--- config.mk ---
export PLATFORM = sky130hd
export DESIGN_NAME = resp_reply_stream_parser_core
export DESIGN_NICKNAME = d
export VERILOG_FILES = /design/src/hw/rtl/rrsp_pkg.sv /design/src/hw/rtl/resp_reply_stream_parser_core.sv /design/src/hw/rtl/rrsp_datapath.sv /design/src/hw/rtl/rrsp_ctrl.sv
export SDC_FILE = /design/constraint.sdc
export NUM_CORES = 2
export LEC_CHECK = 0
export ABC_CLOCK_PERIOD_IN_PS = 12700
export BUFFER_PORTS_ARGS = -buffer_cell sky130_fd_sc_hd__buf_2
export CORE_ASPECT_RATIO = 1.25
export CORE_MARGIN = 1
export CORE_UTILIZATION = 63
export DETAILED_ROUTE_END_ITERATION = 10
export GPL_TIMING_DRIVEN = 1
export MAX_ROUTING_LAYER = met4
export PLACE_DENSITY = 0.81
export SLEW_MARGIN = 30
export SYNTH_ARGS = -nofsm -noshare
export SYNTH_HDL_FRONTEND = slang
export SYNTH_SLANG_ARGS = --single-unit
--- constraint.sdc ---
create_clock -name clk -period 12.7 [get_ports clk]
set_input_delay 2.54 -clock clk [delete_from_list [all_inputs] [get_ports clk]]
set_output_delay 2.54 -clock clk [all_outputs]
set_load 0.005 [all_outputs]
--- src/hw/rtl/rrsp_pkg.sv ---
// ----------------------------------------------------------------------------
// rrsp_pkg: shared types and constants
// Byte codes, event and element type codes, and the controller/datapath
// command and status structs of the reply stream parser.
// ----------------------------------------------------------------------------
package rrsp_pkg;

  localparam logic [7:0] CH_MINUS = 8'h2D;
  localparam logic [7:0] CH_PLUS  = 8'h2B;
  localparam logic [7:0] CH_COLON = 8'h3A;
  localparam logic [7:0] CH_DOLLAR = 8'h24;
  localparam logic [7:0] CH_STAR  = 8'h2A;
  localparam logic [7:0] CH_CR    = 8'h0D;
  localparam logic [7:0] CH_LF    = 8'h0A;
  localparam logic [7:0] CH_ZERO  = 8'h30;
  localparam logic [7:0] CH_NINE  = 8'h39;

  localparam logic [2:0] EV_NONE    = 3'd0;
  localparam logic [2:0] EV_PAYLOAD = 3'd1;
  localparam logic [2:0] EV_SCALAR  = 3'd2;
  localparam logic [2:0] EV_NIL     = 3'd3;
  localparam logic [2:0] EV_ARRAY   = 3'd4;
  localparam logic [2:0] EV_ERROR   = 3'd5;

  localparam logic [2:0] T_ERROR   = 3'd0;
  localparam logic [2:0] T_STATUS  = 3'd1;
  localparam logic [2:0] T_INTEGER = 3'd2;
  localparam logic [2:0] T_BULK    = 3'd3;
  localparam logic [2:0] T_ARRAY   = 3'd4;

  localparam logic [1:0] ERR_NONE  = 2'd0;
  localparam logic [1:0] ERR_TYPE  = 2'd1;
  localparam logic [1:0] ERR_DEPTH = 2'd2;

  // Datapath operations on the number and counter registers.
  typedef struct packed {
    logic num_clear;   // start a new number line
    logic num_byte;    // feed a number line byte
    logic num_end;     // a CR ends the number (no more sign)
    logic bulk_load;   // load bulk counter from the parsed length
    logic bulk_dec;    // one bulk data byte transferred
    logic push;        // push an array count
    logic pop;         // complete an element, pop finished arrays
  } rrsp_cmd_t;

  typedef struct packed {
    logic [63:0] num_value;   // signed value of the current number line
    logic        num_is_neg;  // num_value bit 63
    logic        num_is_m1;   // num_value is -1
    logic        num_is_zero;
    logic        bulk_zero_nxt; // bulk length would be zero after load
    logic        bulk_last;   // this data byte is the last one
    logic        can_push;    // level_ptr below the stack top
    logic        reply_done;  // pop would empty the stack
    logic [3:0]  level;
  } rrsp_stat_t;

endpackage

--- src/hw/rtl/resp_reply_stream_parser_core.sv ---
// ----------------------------------------------------------------------------
// resp_reply_stream_parser_core: byte-serial reply stream parser
// Top level: handshakes, configuration register and output register.
// ----------------------------------------------------------------------------
// One byte is taken per clock cycle while in_ready is high, and its result
// is in the output register in the next cycle; a new byte is accepted while
// the previous result waits as long as the output register is empty or being
// drained. The whole parse step for a byte (state machine, 64-bit accumulate,
// stack pop by priority over the STACK_LEVELS entries) is combinational.
module resp_reply_stream_parser_core #(
  parameter int STACK_LEVELS = 9,
  parameter int COUNT_BITS   = 32
) (
  input  logic        clk,
  input  logic        rst_n,
  input  logic        in_valid,
  output logic        in_ready,
  input  logic [7:0]  in_byte,
  input  logic        cfg_valid,
  output logic        cfg_ready,
  input  logic [3:0]  cfg_max_nesting,
  output logic        out_valid,
  input  logic        out_ready,
  output logic [2:0]  out_event_res,
  output logic [2:0]  out_elem_type,
  output logic [7:0]  out_payload,
  output logic signed [63:0] out_value,
  output logic [3:0]  out_level,
  output logic        out_reply_done,
  output logic [1:0]  out_error_code
);
  import rrsp_pkg::*;

  logic       step;
  logic [3:0] max_nest_r;
  rrsp_cmd_t  cmd;
  rrsp_stat_t stat;
  logic [2:0] ev, et;
  logic [7:0] pl;
  logic [63:0] val;
  logic [3:0] lvl;
  logic       done;
  logic [1:0] err;

  assign in_ready  = !out_valid || out_ready;
  assign step      = in_valid && in_ready;
  assign cfg_ready = 1'b1;

  always_ff @(posedge clk) begin
    if (!rst_n) begin
      max_nest_r <= 4'd8;
    end else if (cfg_valid) begin
      max_nest_r <= cfg_max_nesting;
    end
  end

  rrsp_ctrl #(.STACK_LEVELS(STACK_LEVELS)) u_ctrl (
    .clk, .rst_n, .step, .in_byte, .max_nesting(max_nest_r), .stat, .cmd,
    .ev, .et, .pl, .val, .lvl, .done, .err
  );

  rrsp_datapath #(.STACK_LEVELS(STACK_LEVELS), .COUNT_BITS(COUNT_BITS)) u_dp (
    .clk, .rst_n, .in_byte, .cmd, .stat
  );

  always_ff @(posedge clk) begin
    if (!rst_n) begin
      out_valid <= 1'b0;
    end else if (step) begin
      out_valid <= 1'b1;
    end else if (out_ready) begin
      out_valid <= 1'b0;
    end
  end

  always_ff @(posedge clk) begin
    if (step) begin
      out_event_res  <= ev;
      out_elem_type  <= et;
      out_payload    <= pl;
      out_value      <= val;
      out_level      <= lvl;
      out_reply_done <= done;
      out_error_code <= err;
    end
  end

`ifndef SYNTH
  a_err_code: assert property (@(posedge clk) disable iff (!rst_n)
    out_valid && out_error_code != ERR_NONE |-> out_event_res == EV_ERROR)
    else $error("error code without error event");
  a_err_sticky: assert property (@(posedge clk) disable iff (!rst_n)
    step && out_valid && out_error_code != ERR_NONE |=> out_error_code != ERR_NONE)
    else $error("sticky error cleared");
  a_done_evt: assert property (@(posedge clk) disable iff (!rst_n)
    out_valid && out_reply_done |-> out_event_res != EV_PAYLOAD
      && out_event_res != EV_ERROR)
    else $error("reply done on wrong event");
`endif

endmodule

--- src/hw/rtl/rrsp_datapath.sv ---
// ----------------------------------------------------------------------------
// rrsp_datapath: number accumulator, bulk counter and nesting stack
// Executes controller commands; the stack pop is resolved by priority over
// the entries that are exactly one (they complete with this element).
// ----------------------------------------------------------------------------
module rrsp_datapath #(
  parameter int STACK_LEVELS = 9,
  parameter int COUNT_BITS   = 32
) (
  input  logic                 clk,
  input  logic                 rst_n,
  input  logic [7:0]           in_byte,
  input  rrsp_pkg::rrsp_cmd_t  cmd,
  output rrsp_pkg::rrsp_stat_t stat
);
  import rrsp_pkg::*;

  localparam int LW = $clog2(STACK_LEVELS);
  localparam logic [COUNT_BITS-1:0] CMAX = '1;

  logic [63:0] accum_r, accum_nxt;
  logic        neg_r, neg_nxt, bad_r, bad_nxt, first_r, first_nxt;
  logic [COUNT_BITS-1:0] bulk_r, bulk_nxt;
  logic [LW-1:0] lp_r, lp_nxt;
  logic [COUNT_BITS-1:0] cnt_r [STACK_LEVELS];
  logic [63:0] num_v, sat_v;
  logic [COUNT_BITS-1:0] sat_c;
  logic        is_digit;
  logic [LW-1:0] pop_lp;
  logic        pop_all;

  assign is_digit = (in_byte >= CH_ZERO) && (in_byte <= CH_NINE);
  assign num_v = bad_r ? '1 : (neg_r ? (64'd0 - accum_r) : accum_r);
  assign sat_v = num_v;
  assign sat_c = (sat_v > {{(64-COUNT_BITS){1'b0}}, CMAX}) ? CMAX
                 : sat_v[COUNT_BITS-1:0];

  // Find the deepest level whose count stays nonzero after decrement.
  always_comb begin
    pop_lp  = '0;
    pop_all = 1'b1;
    for (int i = 0; i < STACK_LEVELS; i++) begin
      if (LW'(i) < lp_r && cnt_r[i] > COUNT_BITS'(1)) begin
        pop_lp  = LW'(i + 1);
        pop_all = 1'b0;
      end
    end
  end

  always_comb begin
    accum_nxt = accum_r;
    neg_nxt   = neg_r;
    bad_nxt   = bad_r;
    first_nxt = first_r;
    bulk_nxt  = bulk_r;
    lp_nxt    = lp_r;
    if (cmd.num_clear) begin
      accum_nxt = '0;
      neg_nxt   = 1'b0;
      bad_nxt   = 1'b0;
      first_nxt = 1'b1;
    end
    if (cmd.num_end) first_nxt = 1'b0;
    if (cmd.num_byte) begin
      first_nxt = 1'b0;
      if (first_r && (in_byte == CH_MINUS || in_byte == CH_PLUS)) begin
        if (in_byte == CH_MINUS) neg_nxt = 1'b1;
      end else if (is_digit) begin
        if (!bad_r) accum_nxt = (accum_r << 3) + (accum_r << 1)
                                + {60'd0, in_byte[3:0]};
      end else begin
        bad_nxt = 1'b1;
      end
    end
    if (cmd.bulk_load) begin
      accum_nxt = num_v;
      neg_nxt   = 1'b0;
      bad_nxt   = 1'b0;
      bulk_nxt  = sat_c;
    end
    if (cmd.bulk_dec && bulk_r != '0) bulk_nxt = bulk_r - COUNT_BITS'(1);
    if (cmd.push) lp_nxt = lp_r + LW'(1);
    if (cmd.pop) lp_nxt = pop_lp;
  end

  always_ff @(posedge clk) begin
    if (!rst_n) begin
      accum_r <= '0;
      neg_r   <= 1'b0;
      bad_r   <= 1'b0;
      first_r <= 1'b0;
      bulk_r  <= '0;
      lp_r    <= '0;
    end else begin
      accum_r <= accum_nxt;
      neg_r   <= neg_nxt;
      bad_r   <= bad_nxt;
      first_r <= first_nxt;
      bulk_r  <= bulk_nxt;
      lp_r    <= lp_nxt;
    end
  end

  // Only the count just below the pop point is decremented; entries at or
  // above the pop point are dead and need no update.
  always_ff @(posedge clk) begin
    for (int i = 0; i < STACK_LEVELS; i++) begin
      if (cmd.push && LW'(i) == lp_r) begin
        cnt_r[i] <= sat_c;
      end else if (cmd.pop && LW'(i) < lp_r && LW'(i) + LW'(1) == pop_lp
                   && !pop_all) begin
        cnt_r[i] <= cnt_r[i] - COUNT_BITS'(1);
      end
    end
  end

  always_comb begin
    stat.num_value     = num_v;
    stat.num_is_neg    = num_v[63];
    stat.num_is_m1     = (num_v == '1);
    stat.num_is_zero   = (num_v == '0);
    stat.bulk_zero_nxt = (sat_c == '0);
    stat.bulk_last     = (bulk_r <= COUNT_BITS'(1));
    stat.can_push      = (lp_r < LW'(STACK_LEVELS - 1));
    stat.reply_done    = pop_all;
    stat.level         = 4'(lp_r);
  end

endmodule

--- src/hw/rtl/rrsp_ctrl.sv ---
// ----------------------------------------------------------------------------
// rrsp_ctrl: parse state machine
// Walks the type byte, line, CR and bulk phases, issues datapath commands and
// forms each byte's result.
// ----------------------------------------------------------------------------
module rrsp_ctrl #(
  parameter int STACK_LEVELS = 9
) (
  input  logic                 clk,
  input  logic                 rst_n,
  input  logic                 step,
  input  logic [7:0]           in_byte,
  input  logic [3:0]           max_nesting,
  input  rrsp_pkg::rrsp_stat_t stat,
  output rrsp_pkg::rrsp_cmd_t  cmd,
  output logic [2:0]           ev,
  output logic [2:0]           et,
  output logic [7:0]           pl,
  output logic [63:0]          val,
  output logic [3:0]           lvl,
  output logic                 done,
  output logic [1:0]           err
);
  import rrsp_pkg::*;

  typedef enum logic [2:0] {
    S_TYPE, S_LINE, S_LINE_CR, S_TAIL, S_BULK_DATA, S_BULK_SKIP1, S_BULK_SKIP2
  } state_t;

  state_t     state_r, state_nxt;
  logic [2:0] type_r, type_nxt;
  logic [1:0] sticky_r, sticky_nxt;
  logic [3:0] limit;
  logic       text;

  assign limit = (max_nesting > 4'(STACK_LEVELS - 1)) ? 4'(STACK_LEVELS - 1)
                 : max_nesting;
  assign text  = (type_r == T_ERROR) || (type_r == T_STATUS);

  always_comb begin
    state_nxt  = state_r;
    type_nxt   = type_r;
    sticky_nxt = sticky_r;
    cmd  = '0;
    ev   = EV_NONE;
    et   = type_r;
    pl   = '0;
    val  = '0;
    lvl  = stat.level;
    done = 1'b0;
    if (sticky_r == ERR_NONE) begin
      case (state_r)
        S_TYPE: begin
          case (in_byte)
            CH_MINUS:  type_nxt = T_ERROR;
            CH_PLUS:   type_nxt = T_STATUS;
            CH_COLON:  type_nxt = T_INTEGER;
            CH_DOLLAR: type_nxt = T_BULK;
            CH_STAR:   type_nxt = T_ARRAY;
            default:   sticky_nxt = ERR_TYPE;
          endcase
          if (sticky_nxt == ERR_NONE && type_nxt == T_ARRAY
              && stat.level >= limit) begin
            sticky_nxt = ERR_DEPTH;
            type_nxt   = type_r;
          end
          if (sticky_nxt == ERR_NONE) begin
            et = type_nxt;
            cmd.num_clear = 1'b1;
            state_nxt = S_LINE;
          end else begin
            type_nxt = type_r;
          end
        end
        S_LINE, S_TAIL: begin
          if (in_byte == CH_CR) begin
            state_nxt   = S_LINE_CR;
            cmd.num_end = 1'b1;
          end else if (state_r == S_LINE) begin
            if (text) begin
              ev = EV_PAYLOAD;
              pl = in_byte;
            end else begin
              cmd.num_byte = 1'b1;
            end
          end
        end
        S_LINE_CR: begin
          if (in_byte == CH_LF) begin
            if (text) begin
              ev = EV_SCALAR;
              cmd.pop = 1'b1;
            end else if (type_r == T_INTEGER) begin
              ev = EV_SCALAR;
              val = stat.num_value;
              cmd.pop = 1'b1;
            end else if (type_r == T_BULK) begin
              if (stat.num_is_neg) begin
                ev = EV_NIL;
                val = stat.num_value;
                cmd.pop = 1'b1;
              end else begin
                cmd.bulk_load = 1'b1;
                state_nxt = stat.bulk_zero_nxt ? S_BULK_SKIP1 : S_BULK_DATA;
              end
            end else begin
              val = stat.num_value;
              if (stat.num_is_m1) begin
                ev = EV_NIL;
                cmd.pop = 1'b1;
              end else begin
                ev = EV_ARRAY;
                if (!stat.num_is_neg && !stat.num_is_zero && stat.can_push) begin
                  cmd.push = 1'b1;
                  state_nxt = S_TYPE;
                end else begin
                  cmd.pop = 1'b1;
                end
              end
            end
            if (cmd.pop) begin
              done = stat.reply_done;
              state_nxt = S_TYPE;
            end
          end else if (in_byte != CH_CR) begin
            if (text) begin
              ev = EV_PAYLOAD;
              pl = in_byte;
              state_nxt = S_LINE;
            end else begin
              state_nxt = S_TAIL;
            end
          end
        end
        S_BULK_DATA: begin
          ev = EV_PAYLOAD;
          pl = in_byte;
          cmd.bulk_dec = 1'b1;
          if (stat.bulk_last) state_nxt = S_BULK_SKIP1;
        end
        S_BULK_SKIP1: state_nxt = S_BULK_SKIP2;
        S_BULK_SKIP2: begin
          // The accumulator still holds the bulk length.
          ev = EV_SCALAR;
          val = stat.num_value;
          cmd.pop = 1'b1;
          done = stat.reply_done;
          state_nxt = S_TYPE;
        end
        default: state_nxt = S_TYPE;
      endcase
    end
    if (sticky_nxt != ERR_NONE) begin
      ev = EV_ERROR; et = T_ERROR; pl = '0; val = '0; lvl = '0; done = 1'b0;
      cmd = '0;
    end
    err = sticky_nxt;
    if (!step) cmd = '0;
  end

  always_ff @(posedge clk) begin
    if (!rst_n) begin
      state_r  <= S_TYPE;
      type_r   <= T_ERROR;
      sticky_r <= ERR_NONE;
    end else if (step) begin
      state_r  <= state_nxt;
      type_r   <= type_nxt;
      sticky_r <= sticky_nxt;
    end
  end

endmodule

==> summary.md <==
| Metric | Value |
|---|---|
| Status | `complete, no violations` |
| Share of cells above drive strength 1 | `0.0976` |
| Least-Margin Pin Slew | `1070 ps` |
| Slowest stage cell, crit path | `or4_1` |
| CP Class | `reg2reg` |
| Initial Util | `0.636` |
| CP Launch Type | `flip-flop` |
| Synth top area share | `0.328` |
| Setup TNS | `0 ps` |
| CTS tree | `done` |
| P&R area growth vs syn | `8.89%` |
| Synth Warn # | `0` |
| H-tree Lvls | `2` |
| FF-to-FF setup slack | `5930 ps` |
| CP required | `between 10000 and 15000 ps` |
| Cell mode on critical path | `buf_4` |
| FFs w/ async S/R, synth | `0` |
| Worst r2r src | `u_dp.accum_r[0]` |
| # port buffers | `a little over 100` |
| Final WS setup | `5930 ps` |
| Cell variety after synth | `92` |
| Hold crit path type | `reg2reg` |
| Peak VDD IR | `85.6 uV` |
| GPL Wtd Cong | `1.05` |
| Post-synth EDFFs | `373` |
| Max-cap violation count | `0` |
| TritonRoute pass-1 iters | `6` |
| Cell taking the most area after synthesis | `edfxtp_1` |
| Top-level I/O count | `105` |
| Placement Rows | `between 90 and 100` |
| Hold Path Stages | `2` |
| WL per Instance | `23.3 um` |
| Gate Count Post-Synth | `~3600` |
| #FFs+latches synth | `489` |
| HPWL Detailed | `about 70000 um` |
| Root buffer cell | `clkbuf_16` |
| Count of final hold-check violations | `0` |
| DRT Wirelength | `between 100000 and 150000 um` |
| PD cells | `92.3 nW/um^2` |
| Die extent in y | `262 um` |
| Post-CTS Setup Bufs | `0` |
| Nets | `3756` |
| Max-slew headroom | `0.286` |
| First-pass GRT wire length | `156000 um` |
| Critical path cell sequence | `buf_4, nor2_1, nand4_2, or4_1, o41ai_2, xor2_1, nor4_1, nand4_1, o41ai_1, a211o_2, a21oi_4, buf_4, nor3_4, buf_4, o21bai_2, buf_4` |
| Reg2reg end | `u_dp.cnt_r[1][25]` |
| CP Capture Type | `flip-flop` |
| Final Max Slew Viols | `0` |
| Crit-path max FO | `35` |
| Skew-Pair Late Insertion Delay | `620 ps` |
| Finish-stage setup viols | `0` |
| Residual DRC | `0` |
| Hold WS | `508 ps` |
| Design Power | `~3.4 mW` |
| Syn_area_per_cell | `9.59 um^2` |
| Die Area | `55100 um^2` |
| Post_cts resized | `0` |
| Area of the core | `~54000 um^2` |
| Synth area leaders | `edfxtp_1, mux2i_1, dfxtp_1` |
| Largest net degree at the start of global routing | `76` |
| Hold path startpoint | `max_nest_r[0]` |
| Reg2Reg Depth | `16` |
| Synthesized Nets | `3726` |
| Overall Global Routing Usage | `0.376` |
| Clock Tree Buf Depth | `3` |
| Post-route clock period utilization | `0.533` |
| RSZ-0062 raised after global routing | `no` |
| Antenna Violating Nets Remaining | `0` |
| Predominant post-synthesis flop cell | `edfxtp_1` |
| Top cell types by occurrence after synthesis | `nor2_1, edfxtp_1, mux2i_1` |
| FMAX | `148 MHz` |
| Pre-CTS WS | `5840 ps` |
| Fin crit period | `roughly 6800 ps` |
| DIE WIDTH | `~210 um` |
| Vias in the first global route | `approximately 28000` |
| Sink of the worst hold path | `max_nest_r[0]` |
| Initial antenna violation count | `1` |
| # hold bufs at CTS | `0` |
| Most numerous cell in the Yosys netlist | `nor2_1` |
| DRT iter0 DRCs | `3286` |
| DR vias/cell | `6.71` |
| P_leak | `13.1 nW` |
| Worst Path Arrival | `7020 ps` |
| Clock transition at path regs | `60 ps` |
| Crit-path max cell delay | `810 ps` |
| Vias | `29200` |
| Seq/Total Area, Yosys | `0.397` |
| Clock Sinks | `about 500` |
| TritonCTS buffer count | `about 50` |
| Total gr overflow | `0` |
| Mapped cell area | `34100 um^2` |
| Max Clock Skew | `29.7 ps` |
worst max-delay path, delay by kind of cell, from the launching register on:
kind | cells | cell delay, ps
buffers and inverters | 4 | 1340
AND/OR/NAND/NOR | 6 | 3230
flip-flops | 1 | 310
AO/OA/AOI/OAI | 5 | 1330
XOR/XNOR | 1 | 160
how the worst max path moves through the flow:
stage                         start  slack (ps)                 to
floorplan                 out_ready        3640   u_dp.cnt_r[7][0]
global placement         in_byte[3]        5920   u_dp.accum_r[63]
detailed placement       in_byte[3]        5840   u_dp.accum_r[63]
CTS                 u_dp.accum_r[1]        6220  u_dp.cnt_r[1][31]
global route        u_dp.accum_r[0]        5690   u_dp.cnt_r[1][1]
finish              u_dp.accum_r[0]        5930  u_dp.cnt_r[1][25]
metal layers:
metal	up-vias	part of all wire	track usage	wire [um]
li1	13400	-	-	-
met1	13800	0.38	0.443	38200
met2	1556	0.47	0.607	47300
met3	424	0.084	0.0537	8490
met4	0	0.073	0.242	7410
met5	-	0	-	0
sequential cells by signal, summed over array words and instances, names as in the netlist, 4 cells and up:
register and cells:
out_payload 8, out_value 64, u_dp.lp_r 4, out_level 4
u_dp.bulk_r 32, u_dp.accum_r 64, max_nest_r 4, u_dp.cnt_r 288
cells by family (layout without fill, tap and decap cells):
family                     after synthesis  in the layout  share of synthesized area
and+or+nand+nor                       1362           1362                      0.204
AOI/OAI and AO/OA                      628            628                      0.128
DFF                                    489            489                      0.397
xor gates and xnor gates               360            360                     0.0925
muxes                                  303            303                     0.0892
buffers and inverters                  260            332                     0.0331
adders and majority gates              153            153                     0.0566
other                                    1              2                   0.000110
placed cells by master (no fill, tap or decap), types with 64 or more instances in the layout:
master and instances:
nor2_1 386, xor2_1 124, ha_1 151, buf_2 103, nor4_1 110, edfxtp_1 373
nand2_1 218, nor3_1 175, o21ai_0 90, mux2i_1 295, dfxtp_1 114, xnor2_1 236
inv_1 64, a21oi_1 158, nand3_1 87, buf_4 67
through the flow:
stage | area [um^2] | cells | util
6_report | 37100 | 4356 | 0.693
5_1_grt | 37100 | 4355 | 0.693
4_1_cts | 37100 | 4354 | 0.692
3_5_place_dp | 35300 | 4259 | 0.658
3_3_place_gp | 35200 | 4258 | 0.657
2_1_floorplan | 34100 | 3556 | -
cell type report:
class                      count  area, um^2
antenna                        1        2.50
clock buffer                  65        1420
clock inverter                30         415
fill                        4145       16500
inverter                      65         245
multi-input combinational   2807       19600
sequential                   489       13500
tap                          727         910
timing repair buffer         172        1060
report_power, final:
| part | leakage (nW) | internal (mW) | total [mW] | switching, mW |
|---|---|---|---|---|
| combinational | 8.47 | 0.0155 | 0.0515 | 0.0360 |
| clock | 0.881 | 0.978 | 1.65 | 0.676 |
| sequential | 3.76 | 1.72 | 1.72 | 0.00524 |
(Power assumes the default switching activity.)
